File: src/rtl/htrf_pkg.sv
// ----------------------------------------------------------------------------
// htrf_pkg: shared constants and types of the Hall tachometer speed filter
// Field widths, ring geometry, register indexes, reset values, divider sizing and sequencer states.
// ----------------------------------------------------------------------------
package htrf_pkg;

  // capture and speed fields
  localparam int CAPTURE_BITS = 32;
  localparam int CAPIN_W      = 32;
  localparam int SPEED_W      = 24;
  localparam int FACT_W       = 4;
  localparam int LIM_W        = SPEED_W + FACT_W;

  // speed ring
  localparam int RING_DEPTH   = 64;
  localparam int IDX_W        = (RING_DEPTH > 1) ? $clog2(RING_DEPTH) : 1;
  localparam int CNT_W        = $clog2(RING_DEPTH + 1);
  localparam int SUM_W        = SPEED_W + IDX_W;

  // shared bit-serial divider: dividend shift register and step counter
  localparam int DIV_W        = (SUM_W > SPEED_W) ? SUM_W : SPEED_W;
  localparam int DCNT_W       = $clog2(DIV_W);

  // configuration port
  localparam int CFG_IDX_W    = 8;
  localparam int CFG_DATA_W   = 24;

  localparam logic [CFG_IDX_W-1:0] REG_RPM_CONSTANT  = CFG_IDX_W'(0);
  localparam logic [CFG_IDX_W-1:0] REG_FILTER_FACTOR = CFG_IDX_W'(1);

  localparam logic [SPEED_W-1:0] RPM_CONSTANT_RST  = SPEED_W'(600000);
  localparam logic [FACT_W-1:0]  FILTER_FACTOR_RST = FACT_W'(3);

  // sequencer states
  typedef enum logic [9:0] {
    S_IDLE  = 10'b00_0000_0001,
    S_DIFF  = 10'b00_0000_0010,
    S_DSPD  = 10'b00_0000_0100,
    S_RDP   = 10'b00_0000_1000,
    S_RDC   = 10'b00_0001_0000,
    S_MUL   = 10'b00_0010_0000,
    S_WR    = 10'b00_0100_0000,
    S_MLD   = 10'b00_1000_0000,
    S_DMEAN = 10'b01_0000_0000,
    S_DONE  = 10'b10_0000_0000
  } state_t;

endpackage

File: src/rtl/htrf_if.sv
// ----------------------------------------------------------------------------
// htrf_if: request channels of the Hall tachometer speed filter
// Capture input, speed result and register write channels with valid/ready.
// ----------------------------------------------------------------------------

// capture input channel
interface htrf_in_if import htrf_pkg::*; ();
  logic               valid;
  logic               ready;
  logic [CAPIN_W-1:0] capture_value;
  logic               motor_on;

  modport source (output valid, capture_value, motor_on, input ready);
  modport sink   (input valid, capture_value, motor_on, output ready);
endinterface

// speed result channel
interface htrf_out_if import htrf_pkg::*; ();
  logic               valid;
  logic               ready;
  logic               edge_valid;
  logic [SPEED_W-1:0] rpm_instant;
  logic               sample_stored;
  logic [SPEED_W-1:0] rpm_mean;

  modport source (output valid, edge_valid, rpm_instant, sample_stored, rpm_mean,
                  input ready);
  modport sink   (input valid, edge_valid, rpm_instant, sample_stored, rpm_mean,
                  output ready);
endinterface

// register write channel
interface htrf_cfg_if import htrf_pkg::*; ();
  logic                  valid;
  logic                  ready;
  logic [CFG_IDX_W-1:0]  reg_index;
  logic [CFG_DATA_W-1:0] wdata;

  modport source (output valid, reg_index, wdata, input ready);
  modport sink   (input valid, reg_index, wdata, output ready);
endinterface

File: src/rtl/hall_tachometer_rpm_filter_unit.sv
// ----------------------------------------------------------------------------
// hall_tachometer_rpm_filter_unit: Hall capture tachometer with filtered mean
// Turns capture timestamps into an instant speed and a ring-averaged speed.
// ----------------------------------------------------------------------------
// Usage
//   in_ch  : one request per Hall edge, a timer capture and the motor-on flag.
//   out_ch : one request per input: edge_valid, rpm_instant, sample_stored and
//            rpm_mean.
//   cfg_ch : register writes (index 0 rpm_constant, 1 filter_factor), always
//            ready; other indexes are ignored. Write only while the unit idles.
// Timing
//   One request is worked on at a time. A valid edge runs the speed division,
//   two ring reads and a ring update; an invalid edge goes straight on to the
//   mean division. The mean division is skipped when the motor is off or the
//   ring holds no speed. The next request can be taken in the cycle after the
//   result is loaded. Both divisions run on one shared restoring divider that
//   retires a single quotient bit per cycle; the ring is a memory read twice
//   per edge.
// Reset and stalls
//   rst_n clears the ring (by per-slot valid bits), the index, the sum, the
//   count and loads the register defaults; the previous capture resets to 1.
//   A finished result waits in the output register; the next capture is still
//   taken, and its result is held back until the receiver takes the first.
// ----------------------------------------------------------------------------
module hall_tachometer_rpm_filter_unit import htrf_pkg::*; (
  input  logic        clk,
  input  logic        rst_n,
  htrf_cfg_if.sink    cfg_ch,
  htrf_in_if.sink     in_ch,
  htrf_out_if.source  out_ch
);

  // configuration registers
  logic [SPEED_W-1:0]      rpm_constant_r;
  logic [FACT_W-1:0]       filter_factor_r;

  // architectural state
  state_t                  state_r;
  logic [CAPTURE_BITS-1:0] prev_cap_r;
  logic [SPEED_W-1:0]      last_speed_r;
  logic [IDX_W-1:0]        idx_r;
  logic [SUM_W-1:0]        sum_r;
  logic [CNT_W-1:0]        cnt_r;
  logic [RING_DEPTH-1:0]   slot_vld_r;

  // per-request working registers
  logic [CAPTURE_BITS-1:0] cap_r;
  logic                    on_r;
  logic                    edge_ok_r;
  logic                    stored_r;
  logic [SPEED_W-1:0]      prev_val_r;
  logic [SPEED_W-1:0]      cur_val_r;
  logic [LIM_W-1:0]        limit_r;
  logic [SPEED_W-1:0]      mean_r;

  // shared divider
  logic [DIV_W-1:0]        q_r;
  logic [CAPTURE_BITS-1:0] rem_r;
  logic [CAPTURE_BITS-1:0] dsr_r;
  logic [DCNT_W-1:0]       dcnt_r;
  logic [CAPTURE_BITS:0]   div_trial;
  logic                    div_ge;
  logic [CAPTURE_BITS:0]   div_diff;
  logic [CAPTURE_BITS-1:0] rem_nxt;
  logic [DIV_W-1:0]        q_nxt;

  // speed ring memory
  logic [SPEED_W-1:0]      ring_mem [RING_DEPTH];
  logic [SPEED_W-1:0]      rd_data_r;
  logic                    rd_vld_r;
  logic [IDX_W-1:0]        rd_addr;
  logic [IDX_W-1:0]        prev_idx;
  logic [IDX_W-1:0]        idx_nxt;

  // output register
  logic                    out_valid_r;
  logic                    out_edge_r;
  logic [SPEED_W-1:0]      out_inst_r;
  logic                    out_stored_r;
  logic [SPEED_W-1:0]      out_mean_r;

  // filter decision and ring bookkeeping
  logic [SPEED_W-1:0]      speed;
  logic                    store_ok;
  logic [SUM_W-1:0]        sum_nxt;
  logic [CNT_W-1:0]        cnt_nxt;
  logic [CAPTURE_BITS-1:0] abs_diff;
  logic                    in_acc;
  logic                    out_load;

  // handshakes
  assign in_ch.ready  = (state_r == S_IDLE);
  assign in_acc       = in_ch.valid && in_ch.ready;
  assign cfg_ch.ready = 1'b1;
  assign out_load     = (state_r == S_DONE) && (!out_valid_r || out_ch.ready);

  assign out_ch.valid         = out_valid_r;
  assign out_ch.edge_valid    = out_edge_r;
  assign out_ch.rpm_instant   = out_inst_r;
  assign out_ch.sample_stored = out_stored_r;
  assign out_ch.rpm_mean      = out_mean_r;

  // absolute capture difference
  assign abs_diff = (cap_r > prev_cap_r) ? (cap_r - prev_cap_r) : (prev_cap_r - cap_r);

  // restoring divider step: one quotient bit per cycle
  assign div_trial = {rem_r, q_r[DIV_W-1]};
  assign div_ge    = (div_trial >= {1'b0, dsr_r});
  assign div_diff  = div_trial - {1'b0, dsr_r};
  assign rem_nxt   = div_ge ? div_diff[CAPTURE_BITS-1:0] : div_trial[CAPTURE_BITS-1:0];
  assign q_nxt     = {q_r[DIV_W-2:0], div_ge};

  // ring index neighbours
  assign prev_idx = (idx_r == '0) ? IDX_W'(RING_DEPTH - 1) : idx_r - IDX_W'(1);
  assign idx_nxt  = (idx_r == IDX_W'(RING_DEPTH - 1)) ? '0 : idx_r + IDX_W'(1);
  assign rd_addr  = (state_r == S_RDP) ? prev_idx : idx_r;

  // filter test and running sum/count after a write
  assign speed    = q_r[SPEED_W-1:0];
  assign store_ok = ({{FACT_W{1'b0}}, speed} < limit_r) || (cur_val_r == '0);
  assign sum_nxt  = sum_r - {{IDX_W{1'b0}}, cur_val_r} + {{IDX_W{1'b0}}, speed};
  assign cnt_nxt  = cnt_r - CNT_W'(cur_val_r != '0) + CNT_W'(speed != '0);

  // control state and architectural registers
  always_ff @(posedge clk) begin
    if (!rst_n) begin
      state_r         <= S_IDLE;
      rpm_constant_r  <= RPM_CONSTANT_RST;
      filter_factor_r <= FILTER_FACTOR_RST;
      prev_cap_r      <= CAPTURE_BITS'(1);
      last_speed_r    <= '0;
      idx_r           <= '0;
      sum_r           <= '0;
      cnt_r           <= '0;
      slot_vld_r      <= '0;
      out_valid_r     <= 1'b0;
    end else begin
      // register writes
      if (cfg_ch.valid) begin
        unique case (cfg_ch.reg_index)
          REG_RPM_CONSTANT:  rpm_constant_r  <= cfg_ch.wdata[SPEED_W-1:0];
          REG_FILTER_FACTOR: filter_factor_r <= cfg_ch.wdata[FACT_W-1:0];
          default: ;
        endcase
      end

      // output register
      if (out_load) begin
        out_valid_r <= 1'b1;
      end else if (out_ch.ready) begin
        out_valid_r <= 1'b0;
      end

      // sequencer
      unique case (state_r)
        S_IDLE: begin
          if (in_acc) begin
            state_r <= S_DIFF;
          end
        end
        S_DIFF: begin
          prev_cap_r <= cap_r;
          if ((prev_cap_r != '0) && (cap_r != prev_cap_r)) begin
            state_r <= S_DSPD;
          end else begin
            state_r <= S_MLD;
          end
        end
        S_DSPD: begin
          if (dcnt_r == '0) begin
            state_r <= S_RDP;
          end
        end
        S_RDP: state_r <= S_RDC;
        S_RDC: state_r <= S_MUL;
        S_MUL: state_r <= S_WR;
        S_WR: begin
          last_speed_r <= speed;
          idx_r        <= idx_nxt;
          if (store_ok) begin
            slot_vld_r[idx_r] <= 1'b1;
            sum_r             <= sum_nxt;
            cnt_r             <= cnt_nxt;
          end
          state_r <= S_MLD;
        end
        S_MLD: begin
          if (on_r && (cnt_r != '0)) begin
            state_r <= S_DMEAN;
          end else begin
            state_r <= S_DONE;
          end
        end
        S_DMEAN: begin
          if (dcnt_r == '0) begin
            state_r <= S_DONE;
          end
        end
        S_DONE: begin
          if (out_load) begin
            state_r <= S_IDLE;
          end
        end
        default: state_r <= S_IDLE;
      endcase
    end
  end

  // datapath registers
  always_ff @(posedge clk) begin
    // capture request
    if (in_acc) begin
      cap_r    <= in_ch.capture_value[CAPTURE_BITS-1:0];
      on_r     <= in_ch.motor_on;
      stored_r <= 1'b0;
    end

    // edge check and speed division load
    if (state_r == S_DIFF) begin
      edge_ok_r <= (prev_cap_r != '0) && (cap_r != prev_cap_r);
      dsr_r     <= abs_diff;
      q_r       <= DIV_W'(rpm_constant_r);
      rem_r     <= '0;
      dcnt_r    <= DCNT_W'(DIV_W - 1);
    end

    // divider steps
    if ((state_r == S_DSPD) || (state_r == S_DMEAN)) begin
      q_r    <= q_nxt;
      rem_r  <= rem_nxt;
      dcnt_r <= dcnt_r - DCNT_W'(1);
    end

    // ring reads: previous slot, then current slot
    if (state_r == S_RDC) begin
      prev_val_r <= rd_vld_r ? rd_data_r : '0;
    end
    if (state_r == S_MUL) begin
      cur_val_r <= rd_vld_r ? rd_data_r : '0;
      limit_r   <= LIM_W'(filter_factor_r) * LIM_W'(prev_val_r);
    end
    if (state_r == S_WR) begin
      stored_r <= store_ok;
    end

    // mean division load
    if (state_r == S_MLD) begin
      mean_r <= '0;
      q_r    <= DIV_W'(sum_r);
      dsr_r  <= CAPTURE_BITS'(cnt_r);
      rem_r  <= '0;
      dcnt_r <= DCNT_W'(DIV_W - 1);
    end
    if ((state_r == S_DMEAN) && (dcnt_r == '0)) begin
      mean_r <= q_nxt[SPEED_W-1:0];
    end

    // result
    if (out_load) begin
      out_edge_r   <= edge_ok_r;
      out_inst_r   <= last_speed_r;
      out_stored_r <= stored_r;
      out_mean_r   <= mean_r;
    end
  end

  // speed ring: one write port, one registered read port
  always_ff @(posedge clk) begin
    if ((state_r == S_WR) && store_ok) begin
      ring_mem[idx_r] <= speed;
    end
    rd_data_r <= ring_mem[rd_addr];
  end

  // slot valid flag follows the read address
  always_ff @(posedge clk) begin
    if (!rst_n) begin
      rd_vld_r <= 1'b0;
    end else begin
      rd_vld_r <= slot_vld_r[rd_addr];
    end
  end

endmodule

File: src/flat_wrapper.sv
// flat-port wrapper written by rule: the top's interface ports become plain ports
module hall_tachometer_rpm_filter_unit_flat import htrf_pkg::*;
  (clk, rst_n, cfg_ch_valid, cfg_ch_reg_index, cfg_ch_wdata, cfg_ch_ready, in_ch_valid, in_ch_capture_value, in_ch_motor_on, in_ch_ready, out_ch_valid, out_ch_edge_valid, out_ch_rpm_instant, out_ch_sample_stored, out_ch_rpm_mean, out_ch_ready);
  htrf_cfg_if cfg_ch_i ();
  htrf_in_if in_ch_i ();
  htrf_out_if out_ch_i ();
  input  logic clk;
  input  logic rst_n;
  input wire logic [$bits(cfg_ch_i.valid)-1:0] cfg_ch_valid;
  input wire logic [$bits(cfg_ch_i.reg_index)-1:0] cfg_ch_reg_index;
  input wire logic [$bits(cfg_ch_i.wdata)-1:0] cfg_ch_wdata;
  output wire logic [$bits(cfg_ch_i.ready)-1:0] cfg_ch_ready;
  input wire logic [$bits(in_ch_i.valid)-1:0] in_ch_valid;
  input wire logic [$bits(in_ch_i.capture_value)-1:0] in_ch_capture_value;
  input wire logic [$bits(in_ch_i.motor_on)-1:0] in_ch_motor_on;
  output wire logic [$bits(in_ch_i.ready)-1:0] in_ch_ready;
  output wire logic [$bits(out_ch_i.valid)-1:0] out_ch_valid;
  output wire logic [$bits(out_ch_i.edge_valid)-1:0] out_ch_edge_valid;
  output wire logic [$bits(out_ch_i.rpm_instant)-1:0] out_ch_rpm_instant;
  output wire logic [$bits(out_ch_i.sample_stored)-1:0] out_ch_sample_stored;
  output wire logic [$bits(out_ch_i.rpm_mean)-1:0] out_ch_rpm_mean;
  input wire logic [$bits(out_ch_i.ready)-1:0] out_ch_ready;
  assign cfg_ch_i.valid = cfg_ch_valid;
  assign cfg_ch_i.reg_index = cfg_ch_reg_index;
  assign cfg_ch_i.wdata = cfg_ch_wdata;
  assign cfg_ch_ready = cfg_ch_i.ready;
  assign in_ch_i.valid = in_ch_valid;
  assign in_ch_i.capture_value = in_ch_capture_value;
  assign in_ch_i.motor_on = in_ch_motor_on;
  assign in_ch_ready = in_ch_i.ready;
  assign out_ch_valid = out_ch_i.valid;
  assign out_ch_edge_valid = out_ch_i.edge_valid;
  assign out_ch_rpm_instant = out_ch_i.rpm_instant;
  assign out_ch_sample_stored = out_ch_i.sample_stored;
  assign out_ch_rpm_mean = out_ch_i.rpm_mean;
  assign out_ch_i.ready = out_ch_ready;
  hall_tachometer_rpm_filter_unit u_core (.clk(clk), .rst_n(rst_n), .cfg_ch(cfg_ch_i), .in_ch(in_ch_i), .out_ch(out_ch_i));
endmodule
File: config.mk
export PLATFORM = sky130hd
export DESIGN_NAME = hall_tachometer_rpm_filter_unit_flat
export DESIGN_NICKNAME = d
export VERILOG_FILES = /design/src/rtl/htrf_pkg.sv /design/src/rtl/htrf_if.sv /design/src/rtl/hall_tachometer_rpm_filter_unit.sv /design/src/flat_wrapper.sv
export SDC_FILE = /design/constraint.sdc
export NUM_CORES = 2
export LEC_CHECK = 0
export ABC_AREA = 0
export BUFFER_PORTS_ARGS = -buffer_cell sky130_fd_sc_hd__buf_2
export CORE_MARGIN = 2
export CORE_UTILIZATION = 30
export DETAILED_ROUTE_END_ITERATION = 10
export PLACE_DENSITY = 0.42
export SETUP_SLACK_MARGIN = 0.1
export SYNTH_ARGS = -nofsm -noshare
export SYNTH_HDL_FRONTEND = slang
export SYNTH_SLANG_ARGS = --single-unit
File: constraint.sdc
create_clock -name clk -period 5.6 [get_ports clk]
set_input_delay 0 -clock clk [delete_from_list [all_inputs] [get_ports clk]]
set_output_delay 0 -clock clk [all_outputs]
set_load 0.05 [all_outputs]
==> results.md <==
* Status: complete, no violations
* Vias per inst at 5.00
* Total Routing Usage GR at 18.3%
* Synth warnings at 0
* Startpoint type of the worst setup path: flip-flop
* Initial antenna violation count at 14
* Core area at 300000 um2
* Share of cells above drive strength 1 at 10.2%
* Slew HR at 23.0%
* CTS resizes at 0
* Maximum vdd drop at 0.281 mV
* Grt total ovfl at 0
* Final core occ at 35.1%
* Die Y at 552 um
* Register area share after synthesis at 64.9%
* Post-synth EDFFs at 1758
* Setup violators final at 0
* Port bufs at 121
* Worst-path clk slew at 60 ps
* Critical Path RT at 6390 ps
* Setup slack after layout at 798 ps
* Iteration-0 DRC Markers at 5014
* Cells after synthesis at 7792
* Routed len/inst at 23.5 um
* Synth top area share at 58.5%
* Largest net degree at the start of global routing at 118
* Setup Fix Bufs, Post-CTS at 0
* FFs w/ async S/R, synth at 0%
* Critical path arrival at 5590 ps
* Predominant post-synthesis flop cell: edfxtp_1
* Non-Filler Instances at 12.3k
* Vias in the first global route at 60.1k
* Drt first pass iters at 6
* Slew Viols, Final at 0
* Initial Util at 30.1%
* Die footprint at 305000 um2
* Cell Area, Synth at 90200 um2
* Fmax at 0.208 GHz
* Final hold violation count at 0
* CP endpoint kind: flip-flop
* WS Path Type: flip-flop to flip-flop
* Leak pwr at 38.0 nW
* Post-synthesis register bit count at 2047
* Worst Hold Class: input pin to flip-flop
* Syn nets at 8127
* Avg Inst Size Synth at 11.6 um2
* Post-route minimum period at 4800 ps
* Synth cell count leaders: 1899 x nand2_1, 1758 x edfxtp_1, 629 x nand3_1
* Cell variety after synth at 98
* Synth area leader: edfxtp_1
* Total power at 32.9 mW
* CTS Buf Count at 231
* Routed WL at 288 mm
* Final period utilization at 85.7%
* CP Max Fanout at 64
* H-tree depth at 4
* # rows at 201
* Clock Latency Late Sink at 920 ps
* PD cells at 313 nW/um2
* Setup TNS at 0 ps
* CTS sink count at 2047
* RSZ-0062 raised after global routing: no
* HPWL after detailed placement at 180 mm
* Area Growth Syn to Fin at 16.4%
* Fin nets at 8441
* Least-Margin Pin Slew at 1130 ps
* DR vias at 61.3k
* Drc violations at 0
* Synth area leaders: edfxtp_1 59%, nand2_1 7.9%, dfxtp_1 6.4%
* Ports at 123
* Global-route wire length before repair at 420 mm
* Maxcap violations at 0
* Post-placement setup slack at 702 ps
* Clk buf depth at 4
* Detail Route Antenna Nets at 0
* CTS root buf: clkbuf_16
* Top-count cell post-synth: nand2_1
* Dpl cells at 11.7k
* GPL Wtd Cong at 0.836
* Die width at 552 um
* CTS tree: built
* Clock skew at 83.4 ps
-- power by group --
| group | leakage, nW | internal (mW) | switching, mW |
|---|---|---|---|
| clock | 3.50 | 8.47 | 6.23 |
| combinational | 16.3 | 0.556 | 0.956 |
| sequential | 18.1 | 16.6 | 0.105 |
| total | 38.0 | 25.6 | 7.29 |
-- worst paths after layout --
kind / start / cells past startpoint / slack [ps] / end
worst max register to register: u_core.state_r[9] / 10 / 800 / u_core.rd_data_r[12]
worst min-delay path: in_ch_valid / 4 / 80 / u_core.state_r[1]
worst min register to register: u_core.mean_r[8] / 0 / 420 / u_core.out_ch.rpm_mean[8]
worst max-delay path: u_core.state_r[9] / 10 / 800 / u_core.rd_data_r[12]
-- worst max-delay path, stage by stage, from the launching register on --
cell and delay (ps):
dfxtp_1 390, nor4_4 520, and4_1 600, mux2_8 630, buf_4 700, buf_4 420, nand2_1 90, nand3_1 80
nand3_1 70, a31oi_1 930, a211o_1 200
-- metrics by stage --
stage,hold slack [ps],area (um2)
final,81.4,105000
after detailed placement,178,96300
after CTS,24.5,105000
after global placement,179,96300
after floorplan,98.9,90200
after global routing,76.5,105000
-- metal layers --
| metal | GRT usage [%] | share of wire (%) |
|---|---|---|
| met1 | 25.6 | 46 |
| met2 | 29.9 | 46 |
| met3 | 2.51 | 5.0 |
| met4 | 4.60 | 2.5 |
| met5 | 0 | 0 |
-- state kept, by name, indices dropped and copies added (netlist names), 4 cells and up --
name	cells
u_core.limit_r	28
u_core.out_ch.rpm_instant	24
u_core.q_r	30
u_core.sum_r	30
u_core.filter_factor_r	4
u_core.prev_cap_r	32
u_core.ring_mem	1536
u_core.cap_r	32
u_core.cur_val_r	24
u_core.prev_val_r	24
u_core.dsr_r	32
u_core.out_ch.rpm_mean	24
u_core.last_speed_r	24
u_core.slot_vld_r	64
u_core.rem_r	32
u_core.rd_data_r	24
u_core.dcnt_r	5
u_core.state_r	10
u_core.idx_r	6
u_core.rpm_constant_r	24
u_core.cnt_r	7
u_core.mean_r	24
-- cells in the final DEF, fill, tap and decap left out, types with 70 or more instances in the layout --
cell type,synthesis,layout
fa_1,72,72
a21oi_1,261,261
buf_2,154,120
dfxtp_1,289,289
inv_1,363,363
nor2_1,251,183
ha_1,193,193
clkbuf_16,0,234
a21o_1,80,79
and3_1,198,197
and2_1,130,130
xnor2_1,71,70
o21ai_0,136,136
nand3_1,629,629
o21a_1,80,80
buf_4,17,236
nand2_1,1899,1899
dlygate4sd3_1,0,152
edfxtp_1,1758,1758
a31oi_1,225,225
-- area by class of cell --
| cell class | count | area (um2) |
|---|---|---|
| Antenna cell | 9 | 22.5 |
| Inverter | 365 | 1370 |
| Clock buffer | 302 | 6200 |
| Multi-Input combinational cell | 4930 | 28600 |
| Tap cell | 3958 | 4950 |
| Clock inverter | 118 | 987 |
| Timing Repair Buffer | 531 | 4350 |
| Fill cell | 29600 | 194000 |
| Sequential cell | 2047 | 58600 |
-- what timing repair did --
action / CTS / global route
hold buffers: 152 / 0
setup endpoints to repair: 0 / 0
hold endpoints to repair: 148 / 0
-- logic make-up (layout without fill, tap and decap cells) --
kind of cell | after synthesis | count (layout) | share of synthesized area (%)
muxes | 68 | 68 | 0.821
buffers and inverters | 815 | 1316 | 3.75
other | 1 | 10 | 0.00416
and+or+nand+nor | 3319 | 3319 | 16.3
DFF | 2047 | 2047 | 64.9
adders and majority gates | 265 | 265 | 4.27
AOI/OAI and AO/OA | 1164 | 1164 | 8.79
xor gates and xnor gates | 113 | 113 | 1.13
No activity file was read; power rests on OpenSTA's default activity.
